<file path="src/design/mexp_pkg.sv">
// Package for the modular exponentiation block: widths, register codes and
// the request/response types between the sequencer and the serial multiplier.
// No dependencies.
package mexp_pkg;

  // Operand width used by the arithmetic; port fields are DATA_W wide.
  localparam int WIDTH     = 32;
  localparam int DATA_W    = 32;
  localparam int CFG_IDX_W = 1;
  localparam int CNT_W     = $clog2(WIDTH);

  // Configuration register indexes.
  typedef enum logic [CFG_IDX_W-1:0] {
    REG_EXPONENT = 1'b0,
    REG_MODULUS  = 1'b1
  } cfg_reg_t;

  // Start of one modular multiplication: mcand * mplier mod modulus.
  typedef struct packed {
    logic             start;
    logic [WIDTH-1:0] mcand;
    logic [WIDTH-1:0] mplier;
  } mm_req_t;

  // Completion of one modular multiplication.
  typedef struct packed {
    logic             done;
    logic [WIDTH-1:0] value;
  } mm_rsp_t;

endpackage

</file>
<file path="src/design/mexp_mulmod.sv">
// Bit-serial interleaved modular multiplier, one multiplier bit per cycle,
// most significant bit first. Depends on mexp_pkg.
module mexp_mulmod (
  input  logic                    clk,
  input  logic                    rst_n,
  input  mexp_pkg::mm_req_t       req,
  input  logic [mexp_pkg::WIDTH:0] modulus,
  output mexp_pkg::mm_rsp_t       rsp
);
  import mexp_pkg::*;

  logic             busy_r,   busy_nxt;
  logic [CNT_W-1:0] cnt_r,    cnt_nxt;
  logic [WIDTH-1:0] acc_r,    acc_nxt;
  logic [WIDTH-1:0] mcand_r,  mcand_nxt;
  logic [WIDTH-1:0] mplier_r, mplier_nxt;
  logic             done_r,   done_nxt;
  logic [WIDTH-1:0] value_r,  value_nxt;

  logic [WIDTH+1:0] sum;
  logic [WIDTH+1:0] mod_x1;
  logic [WIDTH+1:0] mod_x2;
  logic [WIDTH+1:0] reduced;

  // One step: double the accumulator, add the multiplicand on a one bit,
  // then subtract the modulus once or twice to stay below it.
  always_comb begin
    mod_x1 = (WIDTH+2)'(modulus);
    mod_x2 = {modulus, 1'b0};
    sum    = {1'b0, acc_r, 1'b0} + (mplier_r[WIDTH-1] ? (WIDTH+2)'(mcand_r) : '0);
    if (sum >= mod_x2) begin
      reduced = sum - mod_x2;
    end else if (sum >= mod_x1) begin
      reduced = sum - mod_x1;
    end else begin
      reduced = sum;
    end
  end

  // Sequencing of the multiplier bits.
  always_comb begin
    busy_nxt   = busy_r;
    cnt_nxt    = cnt_r;
    acc_nxt    = acc_r;
    mcand_nxt  = mcand_r;
    mplier_nxt = mplier_r;
    done_nxt   = 1'b0;
    value_nxt  = value_r;
    if (busy_r) begin
      acc_nxt    = reduced[WIDTH-1:0];
      mplier_nxt = {mplier_r[WIDTH-2:0], 1'b0};
      cnt_nxt    = cnt_r + 1'b1;
      if (cnt_r == CNT_W'(WIDTH-1)) begin
        busy_nxt  = 1'b0;
        done_nxt  = 1'b1;
        value_nxt = reduced[WIDTH-1:0];
      end
    end else if (req.start) begin
      busy_nxt   = 1'b1;
      cnt_nxt    = '0;
      acc_nxt    = '0;
      mcand_nxt  = req.mcand;
      mplier_nxt = req.mplier;
    end
  end

  always_ff @(posedge clk) begin
    if (!rst_n) begin
      busy_r <= 1'b0;
      done_r <= 1'b0;
      cnt_r  <= '0;
    end else begin
      busy_r <= busy_nxt;
      done_r <= done_nxt;
      cnt_r  <= cnt_nxt;
    end
    acc_r    <= acc_nxt;
    mcand_r  <= mcand_nxt;
    mplier_r <= mplier_nxt;
    value_r  <= value_nxt;
  end

  assign rsp.done  = done_r;
  assign rsp.value = value_r;

endmodule

</file>
<file path="src/design/modular_exponentiation.sv">
// Top level of the modular exponentiation block: configuration registers,
// square-and-multiply sequencer and output register.
// Depends on mexp_pkg and mexp_mulmod.
//
// Usage: write the exponent (index 0) and modulus (index 1) through the
// cfg_ port while the block is idle; both reset to 1. A modulus of zero
// makes all arithmetic wrap at 2^WIDTH. Each word accepted on the in_
// channel yields one word on the out_ channel: base^exponent mod modulus,
// and 1 whenever the exponent is zero.
// The base is first reduced by one pass through the serial multiplier.
// Each exponent bit then costs a squaring (except the top one bit) and, for
// a one bit, a multiplication, each a further pass through the multiplier.
// The number of operations k is at most 2*WIDTH-1, and the single shared
// bit-serial multiplier performs them one after another.
// in_tready is high only while no item is in progress. A finished result
// sits in the output register; if the receiver stalls with an older result
// still unread, the block holds the new result and waits. Reset is
// synchronous and active low and clears all control state.
module modular_exponentiation (
  input  logic                            clk,
  input  logic                            rst_n,
  input  logic                            in_tvalid,
  output logic                            in_tready,
  input  logic [mexp_pkg::DATA_W-1:0]     in_tdata,   // [31:0] base_value
  output logic                            out_tvalid,
  input  logic                            out_tready,
  output logic [mexp_pkg::DATA_W-1:0]     out_tdata,  // [31:0] power_result
  input  logic                            cfg_we,
  input  logic [mexp_pkg::CFG_IDX_W-1:0]  cfg_idx,
  input  logic [mexp_pkg::DATA_W-1:0]     cfg_wdata
);
  import mexp_pkg::*;

  typedef enum logic [2:0] {
    S_IDLE,
    S_REDUCE,
    S_STEP,
    S_MUL,
    S_SQR,
    S_DONE
  } state_t;

  state_t           state_r, state_nxt;
  logic [WIDTH-1:0] exp_cfg_r, exp_cfg_nxt;
  logic [WIDTH-1:0] mod_cfg_r, mod_cfg_nxt;
  logic [WIDTH-1:0] e_r, e_nxt;
  logic [WIDTH:0]   m_r, m_nxt;
  logic [WIDTH-1:0] r_r, r_nxt;
  logic [WIDTH-1:0] b_r, b_nxt;
  logic             out_valid_r, out_valid_nxt;
  logic [WIDTH-1:0] out_data_r, out_data_nxt;

  mm_req_t req;
  mm_rsp_t rsp;

  // Configuration writes.
  always_comb begin
    exp_cfg_nxt = exp_cfg_r;
    mod_cfg_nxt = mod_cfg_r;
    if (cfg_we) begin
      unique case (cfg_reg_t'(cfg_idx))
        REG_EXPONENT: exp_cfg_nxt = cfg_wdata[WIDTH-1:0];
        REG_MODULUS:  mod_cfg_nxt = cfg_wdata[WIDTH-1:0];
      endcase
    end
  end

  // Square-and-multiply sequencer, least significant exponent bit first.
  always_comb begin
    state_nxt     = state_r;
    e_nxt         = e_r;
    m_nxt         = m_r;
    r_nxt         = r_r;
    b_nxt         = b_r;
    out_valid_nxt = out_valid_r;
    out_data_nxt  = out_data_r;
    req.start     = 1'b0;
    req.mcand     = r_r;
    req.mplier    = b_r;

    if (out_valid_r && out_tready) begin
      out_valid_nxt = 1'b0;
    end

    unique case (state_r)
      S_IDLE: begin
        if (in_tvalid) begin
          // The base is reduced as 1 * base mod modulus.
          e_nxt      = exp_cfg_r;
          m_nxt      = (mod_cfg_r == '0) ? {1'b1, {WIDTH{1'b0}}} : {1'b0, mod_cfg_r};
          r_nxt      = WIDTH'(1);
          req.start  = 1'b1;
          req.mcand  = WIDTH'(1);
          req.mplier = in_tdata[WIDTH-1:0];
          state_nxt  = S_REDUCE;
        end
      end
      S_REDUCE: begin
        if (rsp.done) begin
          b_nxt     = rsp.value;
          state_nxt = S_STEP;
        end
      end
      S_STEP: begin
        priority if (e_r == '0) begin
          state_nxt = S_DONE;
        end else if (e_r[0]) begin
          req.start = 1'b1;
          state_nxt = S_MUL;
        end else begin
          req.mcand = b_r;
          req.start = 1'b1;
          state_nxt = S_SQR;
        end
      end
      S_MUL: begin
        if (rsp.done) begin
          r_nxt     = rsp.value;
          e_nxt     = {e_r[WIDTH-1:1], 1'b0};
          state_nxt = S_STEP;
        end
      end
      S_SQR: begin
        if (rsp.done) begin
          b_nxt     = rsp.value;
          e_nxt     = {1'b0, e_r[WIDTH-1:1]};
          state_nxt = S_STEP;
        end
      end
      S_DONE: begin
        // Load the output register once the previous word is gone.
        if (!out_valid_r || out_tready) begin
          out_valid_nxt = 1'b1;
          out_data_nxt  = r_r;
          state_nxt     = S_IDLE;
        end
      end
      default: state_nxt = S_IDLE;
    endcase
  end

  always_ff @(posedge clk) begin
    if (!rst_n) begin
      state_r     <= S_IDLE;
      exp_cfg_r   <= WIDTH'(1);
      mod_cfg_r   <= WIDTH'(1);
      out_valid_r <= 1'b0;
    end else begin
      state_r     <= state_nxt;
      exp_cfg_r   <= exp_cfg_nxt;
      mod_cfg_r   <= mod_cfg_nxt;
      out_valid_r <= out_valid_nxt;
    end
    e_r        <= e_nxt;
    m_r        <= m_nxt;
    r_r        <= r_nxt;
    b_r        <= b_nxt;
    out_data_r <= out_data_nxt;
  end

  mexp_mulmod u_mulmod (
    .clk     (clk),
    .rst_n   (rst_n),
    .req     (req),
    .modulus (m_r),
    .rsp     (rsp)
  );

  assign in_tready  = (state_r == S_IDLE);
  assign out_tvalid = out_valid_r;
  assign out_tdata  = DATA_W'(out_data_r);

endmodule

</file>
<file path="config.mk">
export PLATFORM = sky130hd
export DESIGN_NAME = modular_exponentiation
export DESIGN_NICKNAME = d
export VERILOG_FILES = /design/src/design/mexp_pkg.sv /design/src/design/mexp_mulmod.sv /design/src/design/modular_exponentiation.sv
export SDC_FILE = /design/constraint.sdc
export NUM_CORES = 1
export LEC_CHECK = 0
export BUFFER_PORTS_ARGS = -buffer_cell sky130_fd_sc_hd__buf_2
export CAP_MARGIN = 20
export CORE_UTILIZATION = 60
export DETAILED_ROUTE_END_ITERATION = 6
export HOLD_SLACK_MARGIN = 0.12
export PLACE_DENSITY = 0.89
export SLEW_MARGIN = 20
export SYNTH_ARGS = -nofsm -noshare
export SYNTH_HDL_FRONTEND = slang
export SYNTH_HIERARCHICAL = 1
export SYNTH_SLANG_ARGS = --single-unit
</file>
<file path="constraint.sdc">
create_clock -name clk -period 6.3 [get_ports clk]
set_input_delay 0.315 -clock clk [delete_from_list [all_inputs] [get_ports clk]]
set_output_delay 0.315 -clock clk [all_outputs]
set_load 0.05 [all_outputs]
</file>
## Word level (Yosys, flattened, before mapping)

Cells that the tools add are included.

| word-level totals | value |
|---|---|
| output and inout port bits | 34 |
| word-level logic and storage cells | 98 |
| flip-flop bits (word level) | 364 |
| bits of input ports | 70 |

| operators by class | value |
|---|---|
| multiplexer cells | 35 |
| reductions and logical operators | 24 |
| bitwise gates (word level) | 3 |
| add/sub/neg operators | 4 |
| equal/unequal tests | 11 |
| order comparisons | 2 |

Operators with widths:

| cell | number |
|---|---|
| $mux W32 | 13 |
| $pmux W32 S3 | 1 |
| $mux W33 | 2 |
| $pmux W33 S2 | 1 |
| $mux W65 | 1 |
| $logic_not A32 Y1 | 2 |
| $pmux W32 S2 | 1 |
| $sub A32 B32 Y32 | 2 |
| $add A33 B32 Y34 | 1 |
| $ge A34 B33 Y1 | 1 |
| $ge A34 B34 Y1 | 1 |
| $reduce_and A2 Y1 | 8 |
| $mux W3 | 5 |
| $pmux W3 S4 | 1 |
| $mux W5 | 2 |
| $mux W1 | 8 |
| $reduce_and A4 Y1 | 2 |
| $eq A3 B2 Y1 const B | 2 |
| $eq A3 B3 Y1 const B | 2 |
| $ne A2 B1 Y1 const B | 3 |
| $reduce_and A3 Y1 | 2 |
| $reduce_bool A2 Y1 | 3 |
| $add A5 B1 Y5 const B | 1 |
| $eq A5 B5 Y1 const B | 1 |
| 10 further kinds | 13 |

## Logic depth before layout (Yosys ltp)

| logic depth | value |
|---|---|
| depth after elaboration | 6 |
| mapped depth | 24 |
| mapped depth without buffers | 22 |

## Modules after synthesis

Netlist, hierarchy kept.

Modules (own cells, without submodules):

| module | cells an instance | instances | seq. area each (sq um) | area an instance (sq um) |
|---|---|---|---|---|
| mexp_mulmod | 1134 | 1 | 3973.8 | 10800.4 |
| modular_exponentiation | 826 | 1 | 6195.9 | 9582.9 |

## Worst setup path after synthesis

Ideal clock, no wire load.

| timing path | value |
|---|---|
| path type | reg2reg |
| start | register u_mulmod.mplier_r[31] |
| end | register u_mulmod.acc_r[27], data pin |
| required time | 6.018 ns |
| arrival time | 4.998 ns |
| buffers on the path | 4 |
| slack | 1.020 ns |
| period minus slack after synthesis | 5.280 ns |
| cell stages (with the launch flop) | 23 |
| library setup time | 0.282 ns |
| cell sequence | edfxtp_1 clkbuf_1 and2_1 ha_1 clkbuf_1 nand4_1 or4_1 o22ai_1 a21oi_1 a21boi_0 xnor2_1 inv_1 ha_1 nand4_1 or4_1 o31a_1 o221ai_2 a31oi_4 and2_1 buf_6 buf_2 a2111oi_0 a211oi_1 |

| between the ends | value |
|---|---|
| cells in the longest elaborated chain, start to end | 6 |
| elaborated cells between the ends (all ways) | 9 |
| classes of those cells | 3 x add/sub; 2 x order compare; 4 x mux |

Ends and longest elaborated chain:

| what | line | text |
|---|---|---|
| start, declared | mexp_mulmod.sv:16 | `logic [WIDTH-1:0] mplier_r, mplier_nxt;` |
| start signal, assigned | mexp_mulmod.sv:79 | `mplier_r <= mplier_nxt;` |
| $mux W32 * | mexp_mulmod.sv:30 | `sum = {1'b0, acc_r, 1'b0} + (mplier_r[WIDTH-1] ? (WIDTH+2)'(mcand_r) : '0);` |
| $add A33 B32 Y34 * | mexp_mulmod.sv:30 |  |
| $sub A32 B32 Y32 / $ge A34 B33 Y1 (equally long branches) | mexp_mulmod.sv:34, mexp_mulmod.sv:33 |  |
| $mux W32 | mexp_mulmod.sv:33 | `end else if (sum >= mod_x1) begin` |
| $mux W32 * | mexp_mulmod.sv:31 | `if (sum >= mod_x2) begin` |
| $mux W32 * | mexp_mulmod.sv:49 | `if (busy_r) begin` |
| end signal, assigned | mexp_mulmod.sv:77 | `acc_r <= acc_nxt;` |
| end, declared | mexp_mulmod.sv:14 | `logic [WIDTH-1:0] acc_r, acc_nxt;` |

Mark *: on every way between the ends. The rest lies on a longest branch, timed or not.
A chain may end at the register's enable or synchronous reset.

## Final worst setup path

| timing path | value |
|---|---|
| start | register u_mulmod.mplier_r[31] |
| end | register u_mulmod.acc_r[8], data pin |

| between the ends | value |
|---|---|
| cells in the longest elaborated chain, start to end | 6 |
| elaborated cells between the ends (all ways) | 9 |
| classes of those cells | 3 x add/sub; 2 x order compare; 4 x mux |

Ends and longest elaborated chain:

| what | line | text |
|---|---|---|
| $mux W32 * | mexp_mulmod.sv:30 |  |
| $add A33 B32 Y34 * | mexp_mulmod.sv:30 |  |
| $sub A32 B32 Y32 / $ge A34 B33 Y1 (equally long branches) | mexp_mulmod.sv:34, mexp_mulmod.sv:33 |  |
| $mux W32 | mexp_mulmod.sv:33 |  |
| $mux W32 * | mexp_mulmod.sv:31 |  |
| via u_mulmod.reduced[8] | mexp_mulmod.sv:23 | `logic [WIDTH+1:0] reduced;` |
| $mux W32 * | mexp_mulmod.sv:49 |  |

The timed path passes the listed nets; every way through them passes the cells marked *.

==> metrics.yaml <==
detailed_routing:
  post_drt_via_cell_ratio: 6.28
  detail_route.drc_violations: 0
  ant_nets: 0
  drt-pass1-iter-count: 6
  drtIter0Drc: 1365
  drt-total-wl_mm: 55.5
  num_vias: 15900
  wl_per_cell_um: 21.9
global_routing:
  grt_start_max_net_pins: 71
  antenna_found_initial: 1
  track_usage: 0.317
  grt_pass1_vias: 15300
  grt_pass1_wl_mm: 85.9
  grt-ovfl-total: 0
floorplan:
  ios: 104
  die_height_um: 186
  initial_utilization: 0.609
  die_area_sq_mm: 0.0347
  rows: 67
  die_x_um: 186
  core_area_sq_mm: 0.0334
pwr:
  power.internal_uw: 6020
  powerDensity_mw_per_mm2: 437
  power.switching_uw: 3990
  pwr-share-comb: 0.480
  leakage_uw: 0.00947
  irDropWorstVdd_mv: 0.238
  clkPwrFrac: 0.218
  power.share.sequential: 0.301
  p_sw_frac: 0.399
synthesis:
  ys_ff_latch: 364
  yosysWarnings: 6
  ys_seq_area_frac: 0.499
  synth_edf_count: 288
  yosysMostFrequentCell: "nand2_1"
  syn_nets: 2132
  ys_types: 79
  synthTopCellsByArea: "edfxtp_1 (42%), dfxtp_1 (7.5%), ha_1 (6.1%), nand2_1 (6.0%), mux2i_1 (4.1%)"
  netlist.area_leader.share: 0.424
  synth_top_area_cell: "edfxtp_1"
  syn_area_sq_mm: 0.0204
  ys.flop_type: "edfxtp_1"
  synthArstFlopShare: 0
  synthCells: 1960
  synth.top_cells.by_count: "nand2_1 (327), edfxtp_1 (288), a21oi_1 (119)"
  syn_avg_cell_area_sq_um: 10.4
clocking:
  cts_root_buffer: "clkbuf_16"
  cts_buffers: 39
  cts_sinks: 364
  clk_path_buf_depth: 3
  path_clk_slew_ps: 60
  htreeDepth: 2
  cts_tree: "done"
  cts_setup_buffers: 0
  clock_latency_ps: 570
timing:
  setup_ws_ps: 346
  slew-limit-headroom: 0.275
  fmax_mhz: 168
  skew_ps: 15.3
  hold_viol_final: 0
  drv_slew: 0
  tightestPinTransition_ps: 1090
  post-route-period-util: 0.945
  timing.hold.ws_ps: 137
  setup_viol: 0
  rsz0062_at_grt: "no"
  min_period_ps: 5950
  fin_tns_setup_ps: 0
critical_path:
  reg2regPathDepth: 24
  critical_path_required_ps: 6620
  cp-start-kind: "flop"
  critPathArrivalTime_ps: 6270
  r2r_slack_ps: 350
  path_class: "reg2reg"
  cp-end-kind: "flop"
  cp_max_fo: 23
finish:
  nets: 2226
  multi_input_area_sq_mm: 0.00948
  drive_above_1_share: 0.117
  postLayoutCoreUtil: 0.685
  regArea_sq_mm: 0.0102
  n_fill_cell: 2391
  area_growth_pct: 12.3
run:
  cap_viol_max_count: 0
placed_design:
  portBuffers: 103
  place_ws_ps: 229
  hpwlAfterDp_mm: 38.4
  gp_congestion: 0.969
hold_path:
  hold_path_class: "in2reg"
  hold_path_depth: 4
run_status:
  run_status: "finished, final reports clean"
==> sequential cells by signal, indices dropped and copies added (netlist names) <==
name,count
e_r,32
exp_cfg_r,32
m_r,33
u_mulmod/cnt_r,5
out_tvalid,1
b_r,32
r_r,32
u_mulmod/mcand_r,32
u_mulmod/done_r,1
u_mulmod/acc_r,32
u_mulmod/value_r,32
out_tdata,32
state_r,3
u_mulmod/mplier_r,32
u_mulmod/busy_r,1
mod_cfg_r,32
==> cells by family after synthesis <==
group | synth area share
DFF | 0.499
and+or+nand+nor | 0.149
muxes | 0.0424
AOI/OAI and AO/OA | 0.172
adders and majority gates | 0.0637
buffers and inverters | 0.0414
xor gates and xnor gates | 0.0318
==> per-layer routing <==
layer / track usage / up-vias / share of wire
li1: - / 7357 / -
met5: 0 / - / 0
met2: 0.504 / 788 / 0.46
met3: 0.0448 / 129 / 0.079
met1: 0.441 / 7624 / 0.43
met4: 0.122 / 0 / 0.037
==> worst paths after layout <==
path,startpoint,endpoint
max,u_mulmod/mplier_r[31],u_mulmod/acc_r[8]
min,in_tdata[27],u_mulmod/mplier_r[27]
max reg2reg,u_mulmod/mplier_r[31],u_mulmod/acc_r[8]
min reg2reg,u_mulmod/value_r[4],b_r[4]
==> layout by cell type (no fill, tap or decap), types with 36 or more instances in the layout <==
cell type	count
dlygate4sd3_1	40
buf_4	36
and2_1	89
dfxtp_1	75
a21oi_1	116
buf_2	103
o21ai_0	38
a21o_1	36
a21boi_0	68
clkbuf_16	41
nand2_1	326
xnor2_1	52
edfxtp_1	288
a22o_1	64
nor2_1	61
ha_1	99
mux2i_1	83
inv_1	62
==> metrics by stage <==
stage | cell area, sq um | power, uW | cells
after floorplan | 20400 | 6370 | 1960
after global placement | 21200 | 7620 | 2421
after detailed placement | 21200 | 7660 | 2421
after CTS | 22800 | 9880 | 2532
after global routing | 22900 | 10500 | 2533
final | 22900 | 10000 | 2533
==> worst max-delay path, stage by stage, from the launching register on <==
cell and delay [ps]:
edfxtp_1 430, buf_4 230, and2_1 190, ha_1 410
nand2_1 70, o21ai_0 360, a31oi_4 110, nand2b_1 190
a31oi_1 330, a41oi_1 270, o21ai_0 350, xnor2_1 180
ha_1 320, nand3_1 130, or4_1 480, o31a_1 260
o221ai_2 80, a31oi_4 40, buf_4 180, nand2_1 140
buf_4 190, buf_4 220, mux2i_1 230, a21oi_1 120
and2_1 170
==> power by group through the flow <==
stage,Clock (uW),Sequential [uW],Combinational [uW]
floorplan,0,3020,3350
global placement,0,3060,4560
detailed placement,0,3060,4600
CTS,2210,3010,4660
global route,2300,3030,5200
finish,2180,3020,4810
==> timing repair <==
action / 4_1_cts / 5_1_grt
resized for setup: 0 / 9
hold buffers: 40 / 0
endpoints found under the hold margin: 71 / 0
endpoints found under the setup margin: 0 / 40
==> layout make-up <==
class / instances / share of cell area
antenna: 1 / 0.000109
sequential: 364 / 0.444
clock inverter: 19 / 0.00541
timing repair buffer: 181 / 0.0536
tap: 448 / 0.0245
multi-input combinational: 1402 / 0.414
clock buffer: 52 / 0.0475
inverter: 66 / 0.0108
Note: power is estimated with default switching activity, not from simulation.
